===== src/rtl/selcs_pkg.sv =====
// Shared types, constants and helper functions for the screen-edge LED colour sampler.
// No dependencies; every other file of the block imports this package.
package selcs_pkg;

    localparam int LED_COUNT_DEF  = 25;
    localparam int COORD_BITS_DEF = 12;

    localparam int DIM_BITS      = 12;
    localparam int SAMPLE_BITS   = 8;
    localparam int GAIN_BITS     = 9;
    localparam int CHAN_BITS     = 8;
    localparam int IDX_BITS      = 6;
    localparam int CFG_IDX_BITS  = 2;
    localparam int CFG_DATA_BITS = 12;
    localparam int PERIM_BITS    = DIM_BITS + 2;

    localparam logic [DIM_BITS-1:0]    WIDTH_RST  = DIM_BITS'(1920);
    localparam logic [DIM_BITS-1:0]    HEIGHT_RST = DIM_BITS'(1080);
    localparam logic [SAMPLE_BITS-1:0] SAMPLE_RST = SAMPLE_BITS'(50);
    localparam logic [GAIN_BITS-1:0]   BRIGHT_RST = GAIN_BITS'(102);

    typedef enum logic [CFG_IDX_BITS-1:0] {
        CFG_WIDTH,
        CFG_HEIGHT,
        CFG_SAMPLE,
        CFG_BRIGHT
    } t_cfg_idx;

    typedef struct packed {
        logic [DIM_BITS-1:0]    width;
        logic [DIM_BITS-1:0]    height;
        logic [SAMPLE_BITS-1:0] sample;
        logic [GAIN_BITS-1:0]   bright;
    } t_cfg;

    typedef enum logic [1:0] {
        FS_CLOSED,
        FS_SETUP,
        FS_OPEN
    } t_frame_state;

    typedef logic [CHAN_BITS-1:0] t_chan;

    typedef struct packed {
        t_chan red;
        t_chan green;
        t_chan blue;
    } t_rgb;

    // Signed width that holds every corner, window end and pixel coordinate.
    function automatic int corner_bits(input int coord_bits);
        return ((coord_bits > DIM_BITS) ? coord_bits : DIM_BITS) + 3;
    endfunction

    // Channel times gain / 256, truncated and saturated at full scale.
    function automatic t_chan scale_channel(input t_chan v, input logic [GAIN_BITS-1:0] gain);
        logic [CHAN_BITS+GAIN_BITS-1:0] prod;
        logic [GAIN_BITS-1:0]           scaled;
        prod   = (CHAN_BITS+GAIN_BITS)'(v) * (CHAN_BITS+GAIN_BITS)'(gain);
        scaled = prod[CHAN_BITS+GAIN_BITS-1:CHAN_BITS];
        if (|scaled[GAIN_BITS-1:CHAN_BITS]) begin
            return '1;
        end
        return scaled[CHAN_BITS-1:0];
    endfunction

endpackage


===== src/rtl/selcs_if.sv =====


interface selcs_led_if import selcs_pkg::*; ();
    logic                 valid;
    logic                 ready;
    logic [IDX_BITS-1:0]  led_index;
    logic [CHAN_BITS-1:0] led_red;
    logic [CHAN_BITS-1:0] led_green;
    logic [CHAN_BITS-1:0] led_blue;
    logic                 last_led;

    modport source (output valid, led_index, led_red, led_green, led_blue, last_led, input ready);
    modport sink   (input valid, led_index, led_red, led_green, led_blue, last_led, output ready);
endinterface



===== src/rtl/selcs_drain.sv =====
// Result drain: holds the frame-end snapshot in a shift line, scales each LED colour by the gain
// and presents one result per beat from an output register. Depends on selcs_pkg, selcs_led_if.
module selcs_drain import selcs_pkg::*; #(
    parameter int LED_COUNT = LED_COUNT_DEF
) (
    input  logic                  i_clk,
    input  logic                  i_rst_n,
    input  logic                  i_snap_load,
    input  t_rgb [LED_COUNT-1:0]  i_snap_data,
    input  logic [GAIN_BITS-1:0]  i_bright,
    output logic                  o_busy,
    selcs_led_if.source           o_led
);

    localparam logic [IDX_BITS-1:0] LAST_IDX = IDX_BITS'(LED_COUNT - 1);

    t_rgb [LED_COUNT-1:0] r_snap;
    logic                 r_busy;
    logic [IDX_BITS-1:0]  r_idx;
    logic                 r_out_valid;
    t_rgb                 r_out_pix;
    logic [IDX_BITS-1:0]  r_out_idx;
    logic                 r_out_last;

    logic                 advance;
    logic                 at_last;

    assign advance = r_busy && (!r_out_valid || o_led.ready);
    assign at_last = (r_idx == LAST_IDX);
    assign o_busy  = r_busy;

    always_ff @(posedge i_clk) begin
        if (!i_rst_n) begin
            r_busy      <= 1'b0;
            r_idx       <= '0;
            r_out_valid <= 1'b0;
        end else begin
            if (i_snap_load) begin
                r_busy <= 1'b1;
                r_idx  <= '0;
            end else if (advance) begin
                r_idx <= r_idx + IDX_BITS'(1);
                if (at_last) begin
                    r_busy <= 1'b0;
                end
            end
            if (advance) begin
                r_out_valid <= 1'b1;
            end else if (o_led.ready) begin
                r_out_valid <= 1'b0;
            end
        end
    end

    // The head of the shift line is always the next LED to go out.
    always_ff @(posedge i_clk) begin
        if (i_snap_load) begin
            r_snap <= i_snap_data;
        end else if (advance) begin
            for (int k = 0; k < LED_COUNT - 1; k++) begin
                r_snap[k] <= r_snap[k+1];
            end
        end
        if (advance) begin
            r_out_pix.red   <= scale_channel(r_snap[0].red,   i_bright);
            r_out_pix.green <= scale_channel(r_snap[0].green, i_bright);
            r_out_pix.blue  <= scale_channel(r_snap[0].blue,  i_bright);
            r_out_idx       <= r_idx;
            r_out_last      <= at_last;
        end
    end

    assign o_led.valid     = r_out_valid;
    assign o_led.led_index = r_out_idx;
    assign o_led.led_red   = r_out_pix.red;
    assign o_led.led_green = r_out_pix.green;
    assign o_led.led_blue  = r_out_pix.blue;
    assign o_led.last_led  = r_out_last;

endmodule


===== src/flat_wrapper.sv =====
// flat-port wrapper written by rule: the top's interface ports become plain ports
module selcs_drain_flat import selcs_pkg::*;
#(
    parameter int LED_COUNT = LED_COUNT_DEF
)
  (i_clk, i_rst_n, i_snap_load, i_snap_data, i_bright, o_busy, o_led_valid, o_led_led_index, o_led_led_red, o_led_led_green, o_led_led_blue, o_led_last_led, o_led_ready);
  selcs_led_if o_led_i ();
  input  logic i_clk;
  input  logic i_rst_n;
  input  logic i_snap_load;
  input  t_rgb [LED_COUNT-1:0] i_snap_data;
  input  logic [GAIN_BITS-1:0] i_bright;
  output logic o_busy;
  output wire logic [$bits(o_led_i.valid)-1:0] o_led_valid;
  output wire logic [$bits(o_led_i.led_index)-1:0] o_led_led_index;
  output wire logic [$bits(o_led_i.led_red)-1:0] o_led_led_red;
  output wire logic [$bits(o_led_i.led_green)-1:0] o_led_led_green;
  output wire logic [$bits(o_led_i.led_blue)-1:0] o_led_led_blue;
  output wire logic [$bits(o_led_i.last_led)-1:0] o_led_last_led;
  input wire logic [$bits(o_led_i.ready)-1:0] o_led_ready;
  assign o_led_valid = o_led_i.valid;
  assign o_led_led_index = o_led_i.led_index;
  assign o_led_led_red = o_led_i.led_red;
  assign o_led_led_green = o_led_i.led_green;
  assign o_led_led_blue = o_led_i.led_blue;
  assign o_led_last_led = o_led_i.last_led;
  assign o_led_i.ready = o_led_ready;
  selcs_drain #(.LED_COUNT(LED_COUNT)) u_core (.i_clk(i_clk), .i_rst_n(i_rst_n), .i_snap_load(i_snap_load), .i_snap_data(i_snap_data), .i_bright(i_bright), .o_busy(o_busy), .o_led(o_led_i));
endmodule

===== config.mk =====
export PLATFORM = sky130hd
export DESIGN_NAME = selcs_drain_flat
export DESIGN_NICKNAME = d
export VERILOG_FILES = /design/src/rtl/selcs_pkg.sv /design/src/rtl/selcs_if.sv /design/src/rtl/selcs_drain.sv /design/src/flat_wrapper.sv
export SDC_FILE = /design/constraint.sdc
export NUM_CORES = 1
export LEC_CHECK = 0
export ABC_AREA = 1
export BUFFER_PORTS_ARGS = -buffer_cell sky130_fd_sc_hd__buf_2
export CORE_ASPECT_RATIO = 1.75
export CORE_MARGIN = 2
export CORE_UTILIZATION = 45
export CTS_CLUSTER_SIZE = 24
export DETAILED_ROUTE_END_ITERATION = 8
export GPL_TIMING_DRIVEN = 0
export PLACE_DENSITY_LB_ADDON = 0.08
export REMOVE_ABC_BUFFERS = 1
export SLEW_MARGIN = 30
export SYNTH_ARGS = -nofsm -noshare
export SYNTH_HDL_FRONTEND = slang
export SYNTH_SLANG_ARGS = --single-unit

===== constraint.sdc =====
create_clock -name i_clk -period 18.7 [get_ports i_clk]
set_input_delay 0.935 -clock i_clk [delete_from_list [all_inputs] [get_ports i_clk]]
set_output_delay 0.935 -clock i_clk [all_outputs]
set_load 0.005 [all_outputs]

==> metrics <==
count of final hold-check violations 0; Least-Margin Pin Slew 758 ps; Max-cap violations 0; Die Span Y 367 um; async set-reset flop share out of synthesis 0; final setup vio count 0; Pwr per Cell Area 109 nW/um2; CTS tree done; post-synth top area share 0.558; Clock transition at path regs 70 ps; slew margin rel. 0.495; synthesized area 33900 um2; total gr overflow 0; number of global-route vias before repair 25500; Root Driver clkbuf_16; Layout area overhead 19.7%; Clk Latency, worst-skew pair 640 ps; final WL 91700 um; worst min path class input port to register; FILL cells 7122; DP Worst Slack 13340 ps; Period Utilization, post-route 0.249; first-pass GRT wire length 141000 um; Detail Placement HPWL 67900 um; row count 133; core area 74900 um2; Min Hold Slack 457 ps; CTS Buffer Depth 3; startpoint types input port; layout cells sized above 1 0.181; commonest cells in the netlist nand2_1, edfxtp_1, inv_1, fa_1, ha_1; min Tclk post-route 4660 ps; Final GP Congestion 0.872; CTS hold repair buffers 0; crit-path max FO 24; Final Max Slew Viols 0; element type at the critical path end register; Yosys top cell by area edfxtp_1; leakage power 0.0210 uW; initial core utilization 0.453; crit path DAT 5030 ps; clk sinks 639; final core utilization 0.542; # resized after CTS 0; Top FF cell, synth edfxtp_1; DRT antenna net count 0; CTS H-tree lvls 2; Die ar. 77700 um2; DR iter-0 viols 1434; VDD IR max 0.110 mV; Post-Syn Instances 3699; largest cells by area after synthesis edfxtp_1, nand2_1, fa_1; Post-Syn Area per Cell 9.17 um2; non-filler cells, final 5306; distinct cell type count after synthesis 30; drc violations 0; nets 5100; Worst Skew 27.4 ps; total track usage 0.238; postcts setup bufs 0; Vias 25400; busiest grt layer met2; wire length per cell 17.3 um; Cells after DPL 5144; num ports 646; Worst Path Required 19070 ps; DR vias/cell 4.78; synthesis-stage register bit count 639; chip width 212 um; Num CTS Buffers 59; RSZ-0062 raised after global routing false; CP Class input port to register; f_max 215 MHz; Fin Setup TNS 0 ps; Ys Warns 0; worst setup margin 14040 ps; M3 GR Usage 0.0908; post-synthesis sequential area ratio 0.563; initial antenna violation count 117; GRT met1 Usage 0.258; count leader, synth nand2_1; outcome finished clean; largest net degree at the start of global routing 116; GR Util met2 0.425; Post-synth EDFFs 631; number of I/O port buffers 645; Pre-Repair DR Iteration Count 7
[per-stage QoR]
stage	power (uW)	instance area, um2
final	4430	40600
after global routing	4720	40600
after CTS	4490	40500
after detailed placement	3100	38300
after global placement	3170	37600
after floorplan	2770	33200
[final cells by class]
cell class	count	area, um2	share of cell area
flip-flops and latches	639	19100	0.471
clock buffers	74	1630	0.0400
well taps	945	1180	0.0291
inverters	395	1490	0.0367
multi-input cells	2495	12600	0.311
clock inverters	38	582	0.0143
diodes	50	125	0.00308
repair buffers	670	3880	0.0956
[final timing paths]
check	start	to	slack, ps	depth (start not counted)
worst max-delay path	i_bright[5]	u_core.o_led.led_green[2]$_SDFFCE_PP1P_	14040	18
worst min-delay path	i_snap_data[578]	u_core.r_snap[578]$_DFFE_PP_	460	1
worst max register to register	u_core.r_snap[2]$_DFFE_PP_	u_core.o_led.led_blue[6]$_SDFFCE_PP1P_	14230	17
worst min register to register	u_core.r_idx[5]$_SDFFE_PP0P_	u_core.o_led.led_index[5]$_DFFE_PP_	460	0
[sequential cells by signal (all words and copies together), names as in the netlist]
| register | count |
|---|---|
| u_core.o_busy | 1 |
| u_core.o_led.valid | 1 |
| u_core.o_led.led_blue | 8 |
| u_core.r_idx | 6 |
| u_core.r_snap | 600 |
| u_core.o_led.led_green | 8 |
| u_core.o_led.led_red | 8 |
| u_core.o_led.led_index | 6 |
| u_core.o_led.last_led | 1 |
[where the power goes]
group | switching (uW) | internal (uW) | total [uW] | leakage [uW]
combinational | 734 | 454 | 1190 | 0.0134
sequential | 59.9 | 1810 | 1870 | 0.00650
clock | 563 | 812 | 1380 | 0.00108
total | 1360 | 3070 | 4430 | 0.0210
[placed cells by master, fill, tap and decap left out, types with 3 or more instances in the layout]
cell type	n
nand2_1	2073
buf_2	644
edfxtp_1	631
inv_1	393
fa_1	123
ha_1	104
clkbuf_16	61
nand3_1	59
diode_2	50
a21oi_1	46
nor2_1	29
o21ai_0	21
buf_16	19
bufinv_16	14
clkinv_1	9
clkinv_2	9
clkbuf_1	8
dfxtp_1	8
xnor2_1	6
buf_12	6
nand2_4	5
a21o_1	5
clkbuf_8	5
nand2_2	4
and3_1	3
xor2_1	3
nor4_1	3
[metal layers]
layer / wire (um) / share of wire / vias to the layer above
met3: 8200 / 0.089 / 267
met1: 33200 / 0.36 / 11600
met5: 724 / 0.0079 / -
met2: 46400 / 0.51 / 642
met4: 3110 / 0.034 / 110
li1: - / - / 12700
[kinds of logic (layout without fill, tap and decap cells)]
| kind of cell | after synthesis | count (layout) | share of synthesized area |
|---|---|---|---|
| AO/OA/AOI/OAI | 76 | 76 | 0.0120 |
| XOR/XNOR | 9 | 9 | 0.00232 |
| adder cells (fa/ha/maj) | 227 | 227 | 0.111 |
| buffers and inverters | 565 | 1177 | 0.0653 |
| flip-flops | 639 | 639 | 0.563 |
| other | 0 | 50 | 0 |
| AND/OR/NAND/NOR | 2183 | 2183 | 0.246 |
[critical path: stages]
cell     delay [ps]
buf_2           540
nand2_1         170
fa_1            540
fa_1            560
inv_1            50
fa_1            470
inv_1            50
fa_1            490
inv_1            40
ha_1            310
nand2_1         110
inv_1            50
a21oi_1         160
nand2_2         120
nand2_2          80
nand3_1         110
nand2_4         140
nand3_1          80
Note: power is estimated with default switching activity, not from simulation.
