### config.mk
export PLATFORM = sky130hd
export DESIGN_NAME = selcs_cfg_regs_flat
export DESIGN_NICKNAME = d
export VERILOG_FILES = /design/src/rtl/selcs_pkg.sv /design/src/rtl/selcs_if.sv /design/src/rtl/selcs_cfg_regs.sv /design/src/flat_wrapper.sv
export SDC_FILE = /design/constraint.sdc
export NUM_CORES = 1
export LEC_CHECK = 0
export ABC_CLOCK_PERIOD_IN_PS = 1300
export BUFFER_PORTS_ARGS = -buffer_cell sky130_fd_sc_hd__buf_4
export CORE_MARGIN = 2
export CORE_UTILIZATION = 48
export DETAILED_ROUTE_END_ITERATION = 7
export GPL_TIMING_DRIVEN = 0
export PLACE_DENSITY_LB_ADDON = 0.15
export SETUP_SLACK_MARGIN = 0.3
export SLEW_MARGIN = 20
export SYNTH_ARGS = -nofsm -noshare
export SYNTH_HDL_FRONTEND = slang
export SYNTH_SLANG_ARGS = --single-unit
### constraint.sdc
create_clock -name i_clk -period 1.3 [get_ports i_clk]
set_input_delay 0.26 -clock i_clk [delete_from_list [all_inputs] [get_ports i_clk]]
set_output_delay 0.26 -clock i_clk [all_outputs]
set_load 0.02 [all_outputs]
### src/rtl/selcs_pkg.sv
// Shared types, constants and helper functions for the screen-edge LED colour sampler.
// No dependencies; every other file of the block imports this package.
package selcs_pkg;

    localparam int LED_COUNT_DEF  = 25;
    localparam int COORD_BITS_DEF = 12;

    localparam int DIM_BITS      = 12;
    localparam int SAMPLE_BITS   = 8;
    localparam int GAIN_BITS     = 9;
    localparam int CHAN_BITS     = 8;
    localparam int IDX_BITS      = 6;
    localparam int CFG_IDX_BITS  = 2;
    localparam int CFG_DATA_BITS = 12;
    localparam int PERIM_BITS    = DIM_BITS + 2;

    localparam logic [DIM_BITS-1:0]    WIDTH_RST  = DIM_BITS'(1920);
    localparam logic [DIM_BITS-1:0]    HEIGHT_RST = DIM_BITS'(1080);
    localparam logic [SAMPLE_BITS-1:0] SAMPLE_RST = SAMPLE_BITS'(50);
    localparam logic [GAIN_BITS-1:0]   BRIGHT_RST = GAIN_BITS'(102);

    typedef enum logic [CFG_IDX_BITS-1:0] {
        CFG_WIDTH,
        CFG_HEIGHT,
        CFG_SAMPLE,
        CFG_BRIGHT
    } t_cfg_idx;

    typedef struct packed {
        logic [DIM_BITS-1:0]    width;
        logic [DIM_BITS-1:0]    height;
        logic [SAMPLE_BITS-1:0] sample;
        logic [GAIN_BITS-1:0]   bright;
    } t_cfg;

    typedef enum logic [1:0] {
        FS_CLOSED,
        FS_SETUP,
        FS_OPEN
    } t_frame_state;

    typedef logic [CHAN_BITS-1:0] t_chan;

    typedef struct packed {
        t_chan red;
        t_chan green;
        t_chan blue;
    } t_rgb;

    // Signed width that holds every corner, window end and pixel coordinate.
    function automatic int corner_bits(input int coord_bits);
        return ((coord_bits > DIM_BITS) ? coord_bits : DIM_BITS) + 3;
    endfunction

    // Channel times gain / 256, truncated and saturated at full scale.
    function automatic t_chan scale_channel(input t_chan v, input logic [GAIN_BITS-1:0] gain);
        logic [CHAN_BITS+GAIN_BITS-1:0] prod;
        logic [GAIN_BITS-1:0]           scaled;
        prod   = (CHAN_BITS+GAIN_BITS)'(v) * (CHAN_BITS+GAIN_BITS)'(gain);
        scaled = prod[CHAN_BITS+GAIN_BITS-1:CHAN_BITS];
        if (|scaled[GAIN_BITS-1:CHAN_BITS]) begin
            return '1;
        end
        return scaled[CHAN_BITS-1:0];
    endfunction

endpackage

### src/rtl/selcs_if.sv


interface selcs_cfg_if import selcs_pkg::*; ();
    logic                     valid;
    logic                     ready;
    logic [CFG_IDX_BITS-1:0]  index;
    logic [CFG_DATA_BITS-1:0] data;

    modport source (output valid, index, data, input ready);
    modport sink   (input valid, index, data, output ready);
endinterface

### src/rtl/selcs_cfg_regs.sv
// Configuration register file: image size, window edge and output gain.
// Depends on selcs_pkg and selcs_cfg_if.
module selcs_cfg_regs import selcs_pkg::*; (
    input  logic        i_clk,
    input  logic        i_rst_n,
    selcs_cfg_if.sink   i_cfg,
    output t_cfg        o_cfg
);

    t_cfg r_cfg;
    t_cfg n_cfg;

    assign i_cfg.ready = 1'b1;
    assign o_cfg       = r_cfg;

    always_comb begin
        n_cfg = r_cfg;
        if (i_cfg.valid) begin
            case (t_cfg_idx'(i_cfg.index))
                CFG_WIDTH:  n_cfg.width  = i_cfg.data[DIM_BITS-1:0];
                CFG_HEIGHT: n_cfg.height = i_cfg.data[DIM_BITS-1:0];
                CFG_SAMPLE: n_cfg.sample = i_cfg.data[SAMPLE_BITS-1:0];
                CFG_BRIGHT: n_cfg.bright = i_cfg.data[GAIN_BITS-1:0];
                default:    n_cfg = r_cfg;
            endcase
        end
    end

    always_ff @(posedge i_clk) begin
        if (!i_rst_n) begin
            r_cfg.width  <= WIDTH_RST;
            r_cfg.height <= HEIGHT_RST;
            r_cfg.sample <= SAMPLE_RST;
            r_cfg.bright <= BRIGHT_RST;
        end else begin
            r_cfg <= n_cfg;
        end
    end

endmodule

### src/flat_wrapper.sv
// flat-port wrapper written by rule: the top's interface ports become plain ports
module selcs_cfg_regs_flat import selcs_pkg::*;
  (i_clk, i_rst_n, o_cfg, i_cfg_valid, i_cfg_index, i_cfg_data, i_cfg_ready);
  selcs_cfg_if i_cfg_i ();
  input  logic i_clk;
  input  logic i_rst_n;
  output t_cfg o_cfg;
  input wire logic [$bits(i_cfg_i.valid)-1:0] i_cfg_valid;
  input wire logic [$bits(i_cfg_i.index)-1:0] i_cfg_index;
  input wire logic [$bits(i_cfg_i.data)-1:0] i_cfg_data;
  output wire logic [$bits(i_cfg_i.ready)-1:0] i_cfg_ready;
  assign i_cfg_i.valid = i_cfg_valid;
  assign i_cfg_i.index = i_cfg_index;
  assign i_cfg_i.data = i_cfg_data;
  assign i_cfg_ready = i_cfg_i.ready;
  selcs_cfg_regs u_core (.i_clk(i_clk), .i_rst_n(i_rst_n), .i_cfg(i_cfg_i), .o_cfg(o_cfg));
endmodule
==> results of run 1 <==
-- cell usage in the layout, fill, tap and decap left out, types with 2 or more instances in the layout --
cell type,instances
buf_6,45
dfxtp_2,41
nand2_1,37
mux2i_1,35
buf_4,28
nor2b_1,13
inv_1,6
o211ai_1,6
buf_2,5
clkbuf_4,5
nand4bb_1,3
clkbuf_1,2
nand4_1,2
clkbuf_8,2
-- cell type report --
| type | instances | area, µm² | share of cell area |
|---|---|---|---|
| well taps | 46 | 57.56 | 0.02284 |
| flip-flops and latches | 41 | 872.1 | 0.3461 |
| multi-input cells | 103 | 728.2 | 0.2890 |
| clock inverters | 1 | 5.005 | 0.001986 |
| inverters | 6 | 22.52 | 0.008937 |
| clock buffers | 7 | 65.06 | 0.02582 |
| plain buffers | 14 | 105.1 | 0.04171 |
| repair buffers | 68 | 664.4 | 0.2637 |
-- metrics by stage --
step           utilization  cells  worst slack, ns  total power, W
2_1_floorplan            -    164           0.2601        0.001568
3_3_place_gp        0.6457    266          0.04354        0.001712
3_5_place_dp        0.6457    266          0.01409        0.001722
4_1_cts             0.7349    277           0.1921        0.002480
5_1_grt             0.7552    286           0.1620        0.002600
6_report            0.7552    286           0.2040        0.002485
-- worst paths after layout --
kind / from / endpoint / slack, ns / cells past startpoint
worst max register to register: u_core.o_cfg[36]$_SDFFE_PN1P_ / u_core.o_cfg[36]$_SDFFE_PN1P_ / 0.55 / 3
worst max-delay path: u_core.o_cfg[40]$_SDFFE_PN0P_ / o_cfg[40] / 0.20 / 1
worst min-delay path: i_cfg_data[5] / u_core.o_cfg[34]$_SDFFE_PN0P_ / 0.16 / 3
worst min register to register: u_core.o_cfg[34]$_SDFFE_PN0P_ / u_core.o_cfg[34]$_SDFFE_PN0P_ / 0.47 / 2
-- timing repair --
action / in CTS / in global routing
setup endpoints to repair: 41 / 42
resized for setup: 82 / 0
setup buffers: 3 / 9
pin swaps: 0 / 1
-- logic make-up after synthesis --
group	after synthesis	share of synthesized area
buf+inv	20	0.07126
other cells	1	0.002248
compound gates	6	0.02700
simple gates	61	0.1973
flops	41	0.4921
mux	35	0.2101
-- per-layer routing --
metal	vias to the layer above	GRT usage	wire length [µm]
met5	-	0	0
met2	48	0.4029	2101
met3	6	0.07027	291
met4	0	0.06667	79
met1	658	0.2537	1662
li1	690	-	-
-- power groups by stage --
| stage | logic, W | registers [W] | clock network [W] |
|---|---|---|---|
| 2_1_floorplan | 0.000155 | 0.00141 | 0 |
| 3_3_place_gp | 0.000357 | 0.00136 | 0 |
| 3_5_place_dp | 0.000364 | 0.00136 | 0 |
| 4_1_cts | 0.000400 | 0.00135 | 0.000733 |
| 5_1_grt | 0.000443 | 0.00135 | 0.000803 |
| 6_report | 0.000415 | 0.00135 | 0.000722 |
==> out/qor.csv, run 1 <==
metric,value,unit
Largest register FFs,41,
Area Overhead vs Synth,51.09,%
Setup Total Neg Slack,0,ns
"Distinct cells, synth",19,
Synth Flop Type,dfxtp_1,
syn avg cell area,10.17,µm²
share of the synthesized area in the top cell type,0.4921,
Leak,1.165,nW
Total Die Area,3962,µm²
hold slack,0.1644,ns
largest cells by area after synthesis,"dfxtp_1, mux2i_1, nand2_1",
cells after synthesis,164,
critical path class,register to primary output,
CTS buffer count,5,
clk buf depth,2,
final hold vios,0,
Port Buf Inserts,56,
initial antenna violation count,0,
die width,62.95,µm
syn_nets,181,
post-DR vias/cell,4.902,
Max Transition Viols Final,0,
Die Height,62.95,µm
Post-Route WL,4133,µm
status,finished clean,
CP Launch Type,register,
clock latency on the worst-skew pair,0.34,ns
Yosys reg bits,41,
drt drc,0,
Hold Buf Count CTS,0,
Crit path largest cell delay,0.37,ns
Syn. warnings,0,
sequential power share,0.542,
worst clock skew,0,ns
ys async rst share,0,
Crit path max-delay family,flip-flops,
Starting Density,0.4998,
post-route minimum period,1.096,ns
htree depth,2,
Max-cap violations,0,
CTS tree,done,
Peak VDD IR,0.0008170,V
clock share of power,0.291,
"final std cell area, no fill",2520,µm²
switching power,0.0006446,W
Antenna Diode Count,0,
WP data required,1.04,ns
arrival time at the worst endpoint,0.84,ns
DR vias,1402,
Layout fillers,240,
clk sink count,41,
CORE AREA,3337,µm²
Post-DRT Antenna Nets,0,
CP endpoint kind,primary output,
placed cell areas,2155,µm²
gpl congestion,0.7716,
most common cell in the netlist,dfxtp_1,
synthesized area,1668,µm²
Hold Crit Class,primary input to register,
Std-Cell Rows,21,
Net Sw Frac,0.2594,
"Seq/Total Area, Yosys",0.4921,
Comb power frac,0.167,
gr usage total,0.2250,
Setup-failing EPs final,0,
Final HPWL DP,2810,µm
unrepaired setup endpoints after global routing,true,
vias in the first global route,1454,
I/O Pins,59,
Post-synth EDFFs,0,
Clock transition at path regs,0.11,ns
Overflow after GRT,0,
Synth area leader,dfxtp_1,
average wire per standard cell,14.45,µm
slowest cell on the critical path,dfxtp_2,
WP buf/inv,1,
"Period Utilization, post-route",0.8431,
drt first pass iters,4,
internal power,0.001840,W
Final nets,256,
share of layout cells above drive strength 1,0.5542,
most common library cells after synthesis,"dfxtp_1, nand2_1, mux2i_1",
crit path max fanout,2,
power per cell area,986.1,nW/µm²
initial DRC count,32,
CP cell instances,buf_6,
first-pass GRT wire length,6872,µm
clock root cell,clkbuf_4,
fmax,912.4,MHz
largest net degree at the start of global routing,13,
No activity file was read; power rests on OpenSTA's default activity.
==> run 2, diff against run 1 <==
Settings changed: ABC_AREA set to 1, ABC_CLOCK_PERIOD_IN_PS 1300 to 1000, CORE_UTILIZATION 48 to 44.
Clock period 1.3 ns to 1 ns, I/O delays scaled along.
==> out/qor.csv, run 2 <==
metric,value,unit
Layout fillers,299,
Crit path largest cell delay,0.35,ns
DR vias,1724,
drt drc,0,
initial DRC count,128,
Hold Crit Class,primary input to register,
Final HPWL DP,2973,µm
syn_nets,260,
gr usage total,0.2212,
Post-synth EDFFs,0,
worst clock skew,0,ns
"commonest cells after routing, fill and taps aside","nand2_1, buf_6, nor2_1",
Post-DRT Antenna Nets,0,
Die Height,65.48,µm
Starting Density,0.4576,
Std-Cell Rows,22,
average wire per standard cell,12.18,µm
vias in the first global route,1596,
largest net degree at the start of global routing,12,
final hold vios,0,
CP endpoint kind,primary output,
post-route minimum period,0.9527,ns
DP Worst Slack,-0.01848,ns
clk buf depth,2,
most common cell in the netlist,nand2_1,
CTS buffer count,5,
Max Transition Viols Final,0,
initial antenna violation count,0,
I/O Pins,59,
drt first pass iters,4,
status,finished clean,
share of layout cells above drive strength 1,0.4479,
Post-Route WL,4445,µm
largest cells by area after synthesis,"dfxtp_1, nand2_1, nor2_1",
clock latency on the worst-skew pair,0.28,ns
crit path max fanout,2,
Overflow after GRT,0,
WP buf/inv,1,
clock root cell,clkbuf_8,
critical path class,register to primary output,
post-route worst setup slack,0.04733,ns
CP cell instances,buf_6,
CORE AREA,3633,µm²
gpl congestion,0.8131,
fmax,1050,MHz
first-pass GRT wire length,7231,µm
WP data required,0.80,ns
slowest cell on the critical path,dfxtp_2,
htree depth,2,
syn avg cell area,6.843,µm²
cells after synthesis,243,
share of the synthesized area in the top cell type,0.4936,
Port Buf Inserts,54,
"Distinct cells, synth",13,
FF/Latch Area,872.1,µm²
CTS tree,done,
"Seq/Total Area, Yosys",0.4936,
Yosys reg bits,41,
Peak VDD IR,0.0007857,V
Largest register FFs,41,
post-DR vias/cell,4.723,
"final std cell area, no fill",2629,µm²
"most common cell after layout, fill and taps aside",nand2_1,
Antenna Diode Count,0,
Final nets,333,
clk sink count,41,
final core occ,0.7235,
unrepaired setup endpoints after global routing,true,
"Period Utilization, post-route",0.9527,
most common library cells after synthesis,"nand2_1, nor2_1, dfxtp_1",
area of the multi-input gates,701.9,µm²
Area Overhead vs Synth,58.09,%
Synth area leader,dfxtp_1,
ys async rst share,0,
placed cell areas,2215,µm²
arrival time at the worst endpoint,0.75,ns
Total Die Area,4287,µm²
die width,65.48,µm
Setup-failing EPs final,0,
Crit path max-delay family,flip-flops,
Leak,1.345,nW
synthesized area,1663,µm²
Hold Buf Count CTS,0,
Clock transition at path regs,0.07,ns
Synth Flop Type,dfxtp_1,
power per cell area,1352,nW/µm²
Max-cap violations,0,
CP Launch Type,register,
Syn. warnings,0,
run 2: changes by cell type after synthesis, sizes merged, moves of 13 or more:
cell	delta
nor2b	-13
nor2	+46
inv	+23
mux2i	-35
nand3	+29
nand2	+32
run 2: area by class of cell:
cell class / instances / share of cell area
inverters: 29 / 0.04236
clock buffers: 8 / 0.03046
well taps: 48 / 0.02285
plain buffers: 16 / 0.05521
multi-input cells: 157 / 0.2670
flip-flops and latches: 41 / 0.3317
repair buffers: 66 / 0.2504
run 2: power by group:
group / switching [W] / internal [W]
logic: 0.000380 / 0.000348
clock network: 0.000533 / 0.000496
registers: 0.0000617 / 0.00174
total: 0.000975 / 0.00258
run 2: per-stage QoR:
step	setup TNS, ns	total power (W)	cells	hold WS, ns
finish	0	0.003555	365	0.1514
global route	0	0.003710	365	0.1492
CTS	0	0.003532	358	0.1400
detailed placement	-0.03420	0.002421	345	0.4336
global placement	0	0.002413	345	0.4286
floorplan	0	0.002166	243	0.3261
run 2: path summary, 6_finish.rpt:
path                                                    start                            end  slack (ns)  cells past startpoint
worst max-delay path            u_core.o_cfg[18]$_SDFFE_PN0P_                      o_cfg[18]        0.05                      1
worst min-delay path                            i_cfg_data[9]  u_core.o_cfg[26]$_SDFFE_PN0P_        0.15                      3
worst min register to register  u_core.o_cfg[37]$_SDFFE_PN1P_  u_core.o_cfg[37]$_SDFFE_PN1P_        0.46                      2
worst max register to register  u_core.o_cfg[18]$_SDFFE_PN0P_  u_core.o_cfg[18]$_SDFFE_PN0P_        0.27                      5
run 2: cells by family after synthesis:
group	synth area share
AOI/OAI and AO/OA	0.02408
buffers and inverters	0.1159
DFF	0.4936
other	0.002255
and+or+nand+nor	0.3642
run 2: timing repair:
item | 4_1_cts | 5_1_grt
setup endpoints to repair | 44 | 53
pin swaps | 1 | 3
resized for setup | 83 | 15
buffers inserted | 5 | 6
hold endpoints to repair | 0 | 0
cloned | 0 | 1
run 2: routing by layer:
metal	track usage	vias to the layer above	part of all wire
met3	0.05822	4	0.054
met5	0	-	0
met1	0.2714	797	0.45
met2	0.3814	47	0.49
met4	0.06250	0	0.0090
li1	-	876	-
==> run 3, diff against run 2 <==
Settings changed: ABC_CLOCK_PERIOD_IN_PS 1000 to 1100, CORE_UTILIZATION 44 to 25, SKIP_LAST_GASP set to 1.
Clock period 1 ns to 1.1 ns, I/O delays scaled along.
==> out/qor.csv, run 3 (synthesized netlist as in run 2, its figures left out) <==
metric,value,unit
Crit path max-delay family,flip-flops,
CORE AREA,6386,µm²
Post-DRT Antenna Nets,0,
worst r2r src,u_core.o_cfg[19]$_SDFFE_PN0P_,
Clock transition at path regs,0.08,ns
WP data required,0.88,ns
clock latency on the worst-skew pair,0.29,ns
WP buf/inv,1,
htree depth,2,
status,finished clean,
Overflow after GRT,0,
post-route worst setup slack,0.1049,ns
Hold Buf Count CTS,0,
Total Die Area,7320,µm²
post-DR vias/cell,4.271,
"Period Utilization, post-route",0.9046,
worst clock skew,0,ns
CP cell instances,buf_6,
WP depth,1,
worst hold path stage count,3,
Max Transition Viols Final,0,
Critical R2R Capture,u_core.o_cfg[19]$_SDFFE_PN0P_,
clock root cell,clkbuf_8,
"commonest cells after routing, fill and taps aside","nand2_1, buf_6, nor2_1",
Starting Density,0.2604,
Peak VDD IR,0.0004689,V
die width,85.56,µm
arrival time at the worst endpoint,0.78,ns
Std-Cell Rows,29,
Layout fillers,684,
Largest register FFs,41,
drt drc,0,
Setup Total Neg Slack,0,ns
DR vias,1640,
Critical Path End,o_cfg[8],
Max-cap violations,0,
Routed met3 length,286,µm
r2r setup slk,0.37,ns
CTS tree,done,
Port Buf Inserts,54,
CTS buffer count,5,
first-pass GRT wire length,7783,µm
gpl congestion,0.7198,
Final HPWL DP,3471,µm
CP Launch Type,register,
Crit path largest cell delay,0.36,ns
Worst Setup SP,u_core.o_cfg[8]$_SDFFE_PN0P_,
M1 WL,2318,µm
Final nets,324,
unrepaired setup endpoints after global routing,true,
crit path max fanout,2,
share of layout cells above drive strength 1,0.4072,
R2R cell count,5,
hold slack,0.1539,ns
initial DRC count,85,
DP Worst Slack,0.05872,ns
initial antenna violation count,0,
Die Height,85.56,µm
Hold Crit Class,primary input to register,
CP endpoint kind,primary output,
Tot Pwr,0.003275,W
post-route minimum period,0.9951,ns
met2 WL,2112,µm
Leak,1.305,nW
power per cell area,1276,nW/µm²
fmax,1005,MHz
clk sink count,41,
largest net degree at the start of global routing,12,
vias in the first global route,1562,
gr usage total,0.1386,
Antenna Diode Count,0,
"most common cell after layout, fill and taps aside",nand2_1,
final hold vios,0,
critical path class,register to primary output,
Setup-failing EPs final,0,
Post-Route WL,4815,µm
Area Overhead vs Synth,54.40,%
DR top layer,met4,
drt first pass iters,4,
clk buf depth,2,
I/O Pins,59,
slowest cell on the critical path,dfxtp_2,
average wire per standard cell,12.54,µm
## run 3: changes by cell type in the layout (fill, tap and decap cells not counted), sizes merged
cell	before	now
buf	77	67
## run 3: layout make-up
class                           count  area [µm²]  share of cell area
Buffer                             16       140.1             0.05458
Clock buffer                        7       86.33             0.03363
Inverter                           29       108.9             0.04240
Multi-Input combinational cell    157       681.9              0.2656
Sequential cell                    41       872.1              0.3397
Tap cell                           77       96.34             0.03752
Timing Repair Buffer               57       581.8              0.2266
## run 3: metrics by stage
stage,std cells,util,area [µm²]
2_1_floorplan,243,-,1744
3_3_place_gp,374,0.3517,2246
3_5_place_dp,374,0.3517,2246
4_1_cts,381,0.3973,2537
5_1_grt,384,0.4020,2567
6_report,384,0.4020,2567
## run 3: how the worst min path moves through the flow
stage / from / end / slack, ns
6_report: i_cfg_data[10] / u_core.o_cfg[27]$_SDFFE_PN1P_ / 0.15
4_1_cts: i_cfg_data[10] / u_core.o_cfg[27]$_SDFFE_PN1P_ / 0.15
3_3_place_gp: u_core.o_cfg[21]$_SDFFE_PN1P_ / u_core.o_cfg[21]$_SDFFE_PN1P_ / 0.44
3_5_place_dp: u_core.o_cfg[38]$_SDFFE_PN1P_ / u_core.o_cfg[38]$_SDFFE_PN1P_ / 0.44
5_1_grt: i_cfg_data[11] / u_core.o_cfg[28]$_SDFFE_PN0P_ / 0.16
2_1_floorplan: i_cfg_data[1] / u_core.o_cfg[1]$_SDFFE_PN1P_ / 0.33
## run 3: report_power, final
| part | switching, W | total [W] | internal (W) | leakage (nW) |
|---|---|---|---|---|
| Clock | 0.000518 | 0.00102 | 0.000499 | 0.0443 |
| Combinational | 0.000334 | 0.000624 | 0.000290 | 0.920 |
| Sequential | 0.0000574 | 0.00164 | 0.00158 | 0.341 |
| Total | 0.000909 | 0.00328 | 0.00237 | 1.31 |
## run 3: metal layers
| layer | vias to the layer above | GRT usage |
|---|---|---|
| met5 | - | 0 |
| met4 | 0 | 0.05195 |
| met3 | 8 | 0.04042 |
| met2 | 46 | 0.2102 |
| met1 | 723 | 0.1868 |
| li1 | 863 | - |
## run 3: what timing repair did
action                     CTS  global route
setup endpoints to repair   41            48
gates resized for setup     82             2
setup buffers                0             3
## run 3: worst register-to-register path, stage by stage, from the launching register on
cell and delay (ns):
dfxtp_2 0.33, buf_4 0.12, inv_1 0.04, nand2_1 0.05, nand2_1 0.06, nor2_1 0.04
